--- config.mk ---
export PLATFORM = sky130hd
export DESIGN_NAME = fdtdc_qmul
export DESIGN_NICKNAME = d
export VERILOG_FILES = /design/src/rtl/core/fdtdc_pkg.sv /design/src/rtl/core/fdtdc_qmul.sv
export SDC_FILE = /design/constraint.sdc
export NUM_CORES = 2
export LEC_CHECK = 0
export BUFFER_PORTS_ARGS = -buffer_cell sky130_fd_sc_hd__clkbuf_2
export CAP_MARGIN = 40
export CORE_MARGIN = 10
export CORE_UTILIZATION = 25
export CTS_CLUSTER_DIAMETER = 60
export DETAILED_ROUTE_END_ITERATION = 10
export HOLD_SLACK_MARGIN = 0.15
export SLEW_MARGIN = 30
export SYNTH_ARGS = -nofsm -noshare
export SYNTH_HDL_FRONTEND = slang
export SYNTH_SLANG_ARGS = --single-unit
--- constraint.sdc ---
create_clock -name clk -period 21.4 [get_ports clk]
set_clock_uncertainty 0.2 [all_clocks]
set_input_delay 1.07 -clock clk [delete_from_list [all_inputs] [get_ports clk]]
set_output_delay 1.07 -clock clk [all_outputs]
set_load 0.005 [all_outputs]
--- src/rtl/core/fdtdc_pkg.sv ---
// Shared types, constants and a saturation helper for the FDTD TE CPML field engine.
package fdtdc_pkg;

	// Field values are signed Q16.16 in a 32-bit word.
	localparam int VW     = 32;
	localparam int FRAC   = 16;
	localparam int DT_W   = 31;
	localparam int IK_W   = 31;
	localparam int EXT_W  = 7;
	localparam int CFG_IDX_W  = 2;
	localparam int CFG_DATA_W = 31;

	localparam logic signed [VW-1:0] VMAX = {1'b0, {(VW-1){1'b1}}};
	localparam logic signed [VW-1:0] VMIN = {1'b1, {(VW-1){1'b0}}};

	// Item kinds.
	localparam logic [2:0] KIND_WCELL  = 3'd0;
	localparam logic [2:0] KIND_WXPROF = 3'd1;
	localparam logic [2:0] KIND_WYPROF = 3'd2;
	localparam logic [2:0] KIND_HSWEEP = 3'd3;
	localparam logic [2:0] KIND_ESWEEP = 3'd4;
	localparam logic [2:0] KIND_READ   = 3'd5;

	// Configuration register indexes.
	localparam logic [CFG_IDX_W-1:0] CFG_ROWS = 2'd0;
	localparam logic [CFG_IDX_W-1:0] CFG_COLS = 2'd1;
	localparam logic [CFG_IDX_W-1:0] CFG_DT   = 2'd2;

	// One CPML profile entry: decay, coupling and reciprocal stretch.
	typedef struct packed {
		logic signed [VW-1:0] b;
		logic signed [VW-1:0] c;
		logic [IK_W-1:0]      ik;
	} prof_t;

	// Write enables for every store.
	typedef struct packed {
		logic ex;
		logic ey;
		logic hz;
		logic coeff;
		logic metal;
		logic phx;
		logic phy;
		logic pex;
		logic pey;
		logic xprof;
		logic yprof;
	} mem_we_t;

	// Read enables: cell port a, neighbor port b, profiles.
	typedef struct packed {
		logic rd_a;
		logic rd_b;
		logic rd_prof;
	} mem_rd_t;

	// Saturated value with its overflow mark.
	typedef struct packed {
		logic                 ovf;
		logic signed [VW-1:0] val;
	} sat_t;

	// Clamp a one-bit-wider sum back into the value range.
	function automatic sat_t sat_sum(input logic signed [VW:0] s);
		sat_t r;
		r.ovf = (s[VW] != s[VW-1]);
		if (r.ovf) begin
			r.val = s[VW] ? VMIN : VMAX;
		end else begin
			r.val = s[VW-1:0];
		end
		return r;
	endfunction

endpackage

--- src/rtl/core/fdtdc_qmul.sv ---
// Two-stage saturating Q16.16 multiplier with round-to-nearest, ties away from zero.
module fdtdc_qmul import fdtdc_pkg::*; (
	input  logic                 clk,
	input  logic signed [VW-1:0] x,
	input  logic signed [VW-1:0] k,
	output logic signed [VW-1:0] res,
	output logic                 ovf
);
	localparam int PW = 2 * VW;
	localparam int MW = PW - FRAC;
	localparam logic [MW-1:0] LIM_POS = MW'(VMAX);
	localparam logic [MW-1:0] LIM_NEG = LIM_POS + MW'(1);
	localparam logic [PW-1:0] HALF    = PW'(1) << (FRAC - 1);

	logic [VW-1:0] xm, km;
	logic [PW-1:0] prod_s1;
	logic          neg_s1;
	logic [PW-1:0] rnd;
	logic [MW-1:0] mag;
	logic signed [VW-1:0] res_s2;
	logic          ovf_s2;
	logic signed [VW-1:0] res_c;
	logic          ovf_c;

	// Magnitudes of both operands.
	assign xm = x[VW-1] ? (~x + 1'b1) : x;
	assign km = k[VW-1] ? (~k + 1'b1) : k;

	// Stage one: unsigned magnitude product and result sign.
	always_ff @(posedge clk) begin
		prod_s1 <= xm * km;
		neg_s1  <= x[VW-1] ^ k[VW-1];
	end

	// Stage two: round, drop the fraction, restore sign and saturate.
	assign rnd = prod_s1 + HALF;
	assign mag = rnd[PW-1:FRAC];

	always_comb begin
		ovf_c = 1'b0;
		if (neg_s1) begin
			if (mag > LIM_NEG) begin
				ovf_c = 1'b1;
				res_c = VMIN;
			end else if (mag == LIM_NEG) begin
				res_c = VMIN;
			end else begin
				res_c = -$signed(mag[VW-1:0]);
			end
		end else begin
			if (mag > LIM_POS) begin
				ovf_c = 1'b1;
				res_c = VMAX;
			end else begin
				res_c = $signed(mag[VW-1:0]);
			end
		end
	end

	always_ff @(posedge clk) begin
		res_s2 <= res_c;
		ovf_s2 <= ovf_c;
	end

	assign res = res_s2;
	assign ovf = ovf_s2;

endmodule

# Word level (Yosys, flattened, before mapping)
# Index checks and enable logic that the tools add are counted.
[classes] mul=1 mux=9 n_eq_ne=1 n_addsub=4 n_bitwise=3 n_lt_le_gt_ge=2
[ops] cell="2-to-1 mux 32 bit" count=6
[ops] cell="adder 32 x 1 -> 32 bit (second input constant)" count=2
[ops] cell="adder 64 x 16 -> 64 bit (second input constant)" count=1
[ops] cell="multiplier 32 x 32 -> 64 bit" count=1
[ops] cell="inverter 32 bit" count=2
[ops] cell="== test 48 x 32 -> 1 bit (second input constant)" count=1
[ops] cell="greater-than comparator 48 x 31 -> 1 bit (second input constant)" count=1
[ops] cell="greater-than comparator 48 x 32 -> 1 bit (second input constant)" count=1
[ops] cell="negator 32 bit" count=1
[ops] cell="2-to-1 mux 1 bit" count=3
[ops] cell="bitwise XOR 1 bit" count=1
[totals] word_cells=24 output_inout_bits=33 in_bits=65 ff_bits=98

# Depth between registers and ports, before layout
[depth] ltp_word=5 ltp_mapped=39 depth_no_buf=35

# Least setup slack after synthesis
# Ideal clock, no wire load.
[synth_path] path_type="input to register" from="input port x[9]" to="register prod_s1[58]" arrival_ps=9919 path_slack_ps=11209 path_stages=32 t_required_ps=21128 path_buffers=1 setup_time_ps=72 path_cell_list="or4_4 > or3_4 > or4_4 > nand2b_1 > nand2b_1 > nand2b_4 > nand2_1 > xnor2_1 > clkbuf_1 > nand2_1 > fa_1 > fa_1 > fa_1 > fa_1 > inv_1 > fa_1 > fa_1 > fa_1 > inv_1 > fa_1 > inv_1 > ha_1 > nand3_1 > nor2_1 > and3_1 > nand3_1 > a311oi_1 > o31ai_1 > o21ai_1 > a21oi_1 > o41ai_1 > xnor2_1"
[synth_via] elab_chain_cells=4
[synth_rtl] element="start, declared" line="fdtdc_qmul.sv:4" rtl="input logic signed [VW-1:0] x,"
[synth_rtl] element="inverter 32 bit" line="fdtdc_qmul.sv:26" rtl="assign xm = x[VW-1] ? (~x + 1'b1) : x;"
[synth_rtl] element="adder 32 x 1 -> 32 bit" line="fdtdc_qmul.sv:26"
[synth_rtl] element="2-to-1 mux 32 bit (*)" line="fdtdc_qmul.sv:26"
[synth_rtl] element="multiplier 32 x 32 -> 64 bit (*)" line="fdtdc_qmul.sv:31" rtl="prod_s1 <= xm * km;"
[synth_rtl] element="end signal, assigned" line="fdtdc_qmul.sv:31"
[synth_rtl] element="end, declared" line="fdtdc_qmul.sv:16" rtl="logic [PW-1:0] prod_s1;"
# Mark *: on every way between the ends. The rest lies on a longest branch, timed or not.

# Worst setup path after layout
[layout_path] from="input port k[0]" to="register prod_s1[58]"
[layout_via] elab_chain_cells=4
[layout_rtl] element="start, declared" line="fdtdc_qmul.sv:5" rtl="input logic signed [VW-1:0] k,"
[layout_rtl] element="inverter 32 bit" line="fdtdc_qmul.sv:27" rtl="assign km = k[VW-1] ? (~k + 1'b1) : k;"
[layout_rtl] element="adder 32 x 1 -> 32 bit" line="fdtdc_qmul.sv:27"
[layout_rtl] element="2-to-1 mux 32 bit (*)" line="fdtdc_qmul.sv:27"
[layout_rtl] element="multiplier 32 x 32 -> 64 bit (*)" line="fdtdc_qmul.sv:31"
# Marks and branches as above.

==> flow_results.xml <==
<?xml version="1.0" encoding="UTF-8"?>
<metrics>
  <group name="hold_path">
    <metric name="hold-path-cell-count" unit="">3</metric>
    <metric name="hold-path-endpoint" unit="">ovf$_DFF_P_</metric>
    <metric name="hold_start" unit="">prod_s1[48]$_DFF_P_</metric>
    <metric name="holdCritPathClass" unit="">reg2reg</metric>
  </group>
  <group name="timing">
    <metric name="worst-slew-pin-transition" unit="ns">0.860</metric>
    <metric name="rsz0062_at_grt" unit="">false</metric>
    <metric name="number_of_slew_limit_violations_in_the_final_report" unit="">0</metric>
    <metric name="finalSetupTns" unit="ns">0</metric>
    <metric name="clock.fmax" unit="MHz">84.5</metric>
    <metric name="time_the_worst_path_needs_with_i_o_delays_and_setup" unit="ns">11.84</metric>
    <metric name="setup_viol" unit="">0</metric>
    <metric name="final_hold_viol_count" unit="">0</metric>
    <metric name="max_slew_margin" unit="">0.420</metric>
    <metric name="fin_crit_sh" unit="">0.553</metric>
  </group>
  <group name="clock_network">
    <metric name="clkLatencyLatePin" unit="ns">0.33</metric>
    <metric name="cts.clk_slew.worst_paths" unit="ns">0.06</metric>
    <metric name="cts_buffers" unit="">9</metric>
    <metric name="cts_root_buffer" unit="">sky130_fd_sc_hd__clkbuf_16</metric>
    <metric name="htreeDepth" unit="">3</metric>
    <metric name="maximum_root_to_sink_buffer_count" unit="">2</metric>
    <metric name="cts_tree" unit="">built</metric>
    <metric name="numClockSinks" unit="">83</metric>
    <metric name="post_cts_hold_buffers" unit="">0</metric>
    <metric name="cts_repair_resizes" unit="">0</metric>
    <metric name="cts.repair_timing.setup_buffer_count" unit="">0</metric>
  </group>
  <group name="synthesis">
    <metric name="syn_avg_cell_area" unit="um2">8.60</metric>
    <metric name="postSynthCellCount" unit="">4326</metric>
    <metric name="post_synth_num_cell_types" unit="">78</metric>
    <metric name="synth_seq_area_share" unit="">0.0447</metric>
    <metric name="dominantRegCellSynth" unit="">sky130_fd_sc_hd__dfxtp_1</metric>
    <metric name="number_of_flops_mapped_to_enable_cells_by_yosys" unit="">0</metric>
    <metric name="post_synth_instance_area" unit="mm2">0.0372</metric>
    <metric name="synth_seq_cells" unit="">83</metric>
    <metric name="yosysWarningCount" unit="">0</metric>
    <metric name="synth_async_sr_flop_share" unit="">0</metric>
    <metric name="synthesis.nets" unit="">5551</metric>
  </group>
  <group name="worst_setup_path">
    <metric name="endpoint_class_of_the_critical_path" unit="">flop</metric>
    <metric name="timing.critical_path.slowest_cell_delay" unit="ns">0.62</metric>
    <metric name="critPathBufInv" unit="">6</metric>
    <metric name="crit_start" unit="">k[0]</metric>
    <metric name="master_of_the_slowest_instance_on_the_critical_path" unit="">sky130_fd_sc_hd__or3_1</metric>
    <metric name="crit_path_start_kind" unit="">input port</metric>
    <metric name="r2r_end" unit="">res[28]$_DFF_P_</metric>
    <metric name="critical_path_required" unit="ns">21.46</metric>
    <metric name="rrSetupSlack" unit="ns">16.53</metric>
    <metric name="crit_fanout" unit="">25</metric>
    <metric name="setup.worst_path.class" unit="">in2reg</metric>
    <metric name="critical-path-top-delay-family" unit="">adder cells</metric>
    <metric name="timing.reg2reg.worst_path_depth" unit="">12</metric>
    <metric name="wp_data_arrival" unit="ns">11.90</metric>
    <metric name="worst_path_most_repeated_cell" unit="">sky130_fd_sc_hd__fa_1</metric>
    <metric name="crit-reg2reg-launch" unit="">prod_s1[15]$_DFF_P_</metric>
  </group>
  <group name="floorplanning">
    <metric name="chipWidth" unit="um">406</metric>
    <metric name="coreArea" unit="mm2">0.148</metric>
    <metric name="chipHeight" unit="um">406</metric>
    <metric name="floorplan.die_area" unit="mm2">0.165</metric>
    <metric name="core.rowCount" unit="">141</metric>
    <metric name="top_level_ports" unit="">98</metric>
    <metric name="initial_core_util" unit="">0.252</metric>
  </group>
  <group name="cells_and_area">
    <metric name="area.growth.synth_to_final" unit="%">11.5</metric>
    <metric name="final_nets" unit="">5598</metric>
    <metric name="fillerInstances" unit="">15773</metric>
    <metric name="drive_above_1_share" unit="">0.0745</metric>
    <metric name="most_common_cell_after_layout_fill_and_taps_aside" unit="">sky130_fd_sc_hd__inv_1</metric>
    <metric name="layout.cells.most_common_list" unit="">949 x sky130_fd_sc_hd__inv_1, 895 x sky130_fd_sc_hd__fa_1, 671 x sky130_fd_sc_hd__nor2_1</metric>
  </group>
  <group name="placed_design">
    <metric name="post-dp-hpwl" unit="um">104000</metric>
    <metric name="port_buffers" unit="">97</metric>
    <metric name="place_congestion" unit="">0.954</metric>
  </group>
  <group name="global_routing">
    <metric name="antenna_violations_before_repair" unit="">12</metric>
    <metric name="grt.total_usage" unit="">0.156</metric>
    <metric name="globalRouteOverflowTotal" unit="">0</metric>
    <metric name="pin_count_of_the_biggest_net_entering_global_routing" unit="">47</metric>
    <metric name="global_route_wire_length_before_repair" unit="um">196000</metric>
    <metric name="grt_pass1_vias" unit="">31776</metric>
  </group>
  <group name="detailed_routing">
    <metric name="drt_pre_antenna_iters" unit="">5</metric>
    <metric name="num_vias" unit="">30307</metric>
    <metric name="remaining_drc_errors" unit="">0</metric>
    <metric name="finalWirelength" unit="um">129000</metric>
    <metric name="drt-vias-per-instance" unit="">4.80</metric>
    <metric name="final_antenna_net_count" unit="">0</metric>
    <metric name="drt-initial-drc-count" unit="">2654</metric>
    <metric name="wl_per_cell" unit="um">20.4</metric>
  </group>
  <group name="run_status">
    <metric name="status" unit="">finished clean</metric>
  </group>
  <group name="flow_run">
    <metric name="maxCapViolCount" unit="">0</metric>
  </group>
</metrics>
[metrics by stage]
stage	instances	area (um2)	util	hold slack (ns)	setup WS, ns
after floorplan	4326	37200	-	0.393	11.21
after global placement	6270	40700	0.275	0.457	9.50
after detailed placement	6287	41000	0.278	0.456	9.42
after CTS	6303	41400	0.280	0.480	9.73
after global routing	6310	41500	0.281	0.531	9.09
final	6311	41500	0.281	0.479	9.56
[registers in the layout, indices dropped and copies added (netlist names)]
| register | count |
|---|---|
| prod_s1 | 49 |
| neg_s1 | 1 |
| res | 32 |
| ovf | 1 |
[per-layer routing]
| layer | vias up | routed length, um | GRT usage |
|---|---|---|---|
| li1 | 12951 | - | - |
| met1 | 15392 | 49800 | 0.202 |
| met2 | 1561 | 54200 | 0.231 |
| met3 | 383 | 16200 | 0.0513 |
| met4 | 20 | 8450 | 0.0804 |
| met5 | - | 144 | 0 |
[Yosys cell counts, types with 5 or more instances]
library cell	number	area (um2)
sky130_fd_sc_hd__a211oi_1	11	82.6
sky130_fd_sc_hd__a21o_1	33	248
sky130_fd_sc_hd__a21oi_1	87	435
sky130_fd_sc_hd__a31oi_1	9	56.3
sky130_fd_sc_hd__and2_1	16	100
sky130_fd_sc_hd__and3_1	21	131
sky130_fd_sc_hd__and4_1	8	70.1
sky130_fd_sc_hd__buf_2	23	115
sky130_fd_sc_hd__clkbuf_1	164	616
sky130_fd_sc_hd__dfxtp_1	83	1660
sky130_fd_sc_hd__fa_1	895	17900
sky130_fd_sc_hd__ha_1	265	3320
sky130_fd_sc_hd__inv_1	949	3560
sky130_fd_sc_hd__mux2i_1	8	80.1
sky130_fd_sc_hd__nand2_1	515	1930
sky130_fd_sc_hd__nand2b_1	19	119
sky130_fd_sc_hd__nand3_1	34	170
sky130_fd_sc_hd__nand4_1	33	206
sky130_fd_sc_hd__nor2_1	671	2520
sky130_fd_sc_hd__nor3_1	30	150
sky130_fd_sc_hd__nor4_1	15	93.8
sky130_fd_sc_hd__o21a_1	13	97.6
sky130_fd_sc_hd__o21ai_0	56	280
sky130_fd_sc_hd__o21bai_1	14	105
sky130_fd_sc_hd__o22ai_1	7	43.8
sky130_fd_sc_hd__o31a_1	5	43.8
sky130_fd_sc_hd__o31ai_1	16	120
sky130_fd_sc_hd__o41ai_1	9	78.8
sky130_fd_sc_hd__or2_2	6	37.5
sky130_fd_sc_hd__or3_1	11	68.8
sky130_fd_sc_hd__or4_1	10	75.1
sky130_fd_sc_hd__xnor2_1	113	990
sky130_fd_sc_hd__xor2_1	94	823
[logic make-up (layout without fill, tap and decap cells)]
logic type / count (synthesis) / after routing / synth area share
fa+ha+maj: 1160 / 1160 / 0.571
flops: 83 / 83 / 0.0447
simple gates: 1410 / 1410 / 0.158
other cells: 0 / 3 / 0
xor+xnor: 210 / 210 / 0.0500
compound gates: 312 / 312 / 0.0568
buf+inv: 1139 / 1191 / 0.116
mux: 12 / 12 / 0.00336
[how the worst max path moves through the flow]
| stage | endpoint | slack, ns | cells past startpoint |
|---|---|---|---|
| after CTS | prod_s1[58]$_DFF_P_ | 9.73 | 34 |
| after detailed placement | prod_s1[58]$_DFF_P_ | 9.42 | 34 |
| after global routing | prod_s1[58]$_DFF_P_ | 9.09 | 34 |
| after floorplan | prod_s1[58]$_DFF_P_ | 11.21 | 32 |
| after global placement | prod_s1[58]$_DFF_P_ | 9.50 | 34 |
| final | prod_s1[58]$_DFF_P_ | 9.56 | 34 |
[final cells by class]
type	count	area, um2	share of cell area
Clock buffer	12	256	0.00618
Antenna cell	3	7.51	0.000181
Timing Repair Buffer	225	1690	0.0408
Sequential cell	83	1660	0.0401
Tap cell	1930	2410	0.0582
Inverter	950	3570	0.0860
Multi-Input combinational cell	3104	31800	0.767
Clock inverter	4	48.8	0.00118
[worst register-to-register path, cell delays in order, from the launching register on]
cell                      delay, ns
sky130_fd_sc_hd__dfxtp_1       0.41
sky130_fd_sc_hd__ha_1          0.37
sky130_fd_sc_hd__and4_1        0.37
sky130_fd_sc_hd__nand3_1       0.34
sky130_fd_sc_hd__or4_1         0.67
sky130_fd_sc_hd__nor3_1        0.29
sky130_fd_sc_hd__xor2_1        0.10
sky130_fd_sc_hd__nor3_1        0.42
sky130_fd_sc_hd__nand4_2       0.40
sky130_fd_sc_hd__buf_16        0.30
sky130_fd_sc_hd__inv_2         0.34
sky130_fd_sc_hd__nor2_1        0.21
sky130_fd_sc_hd__nor4_1        0.35
Power is left out: the tool's default activity adds up to more than one toggle a clock period on the data nets, which glitch-free logic cannot reach.
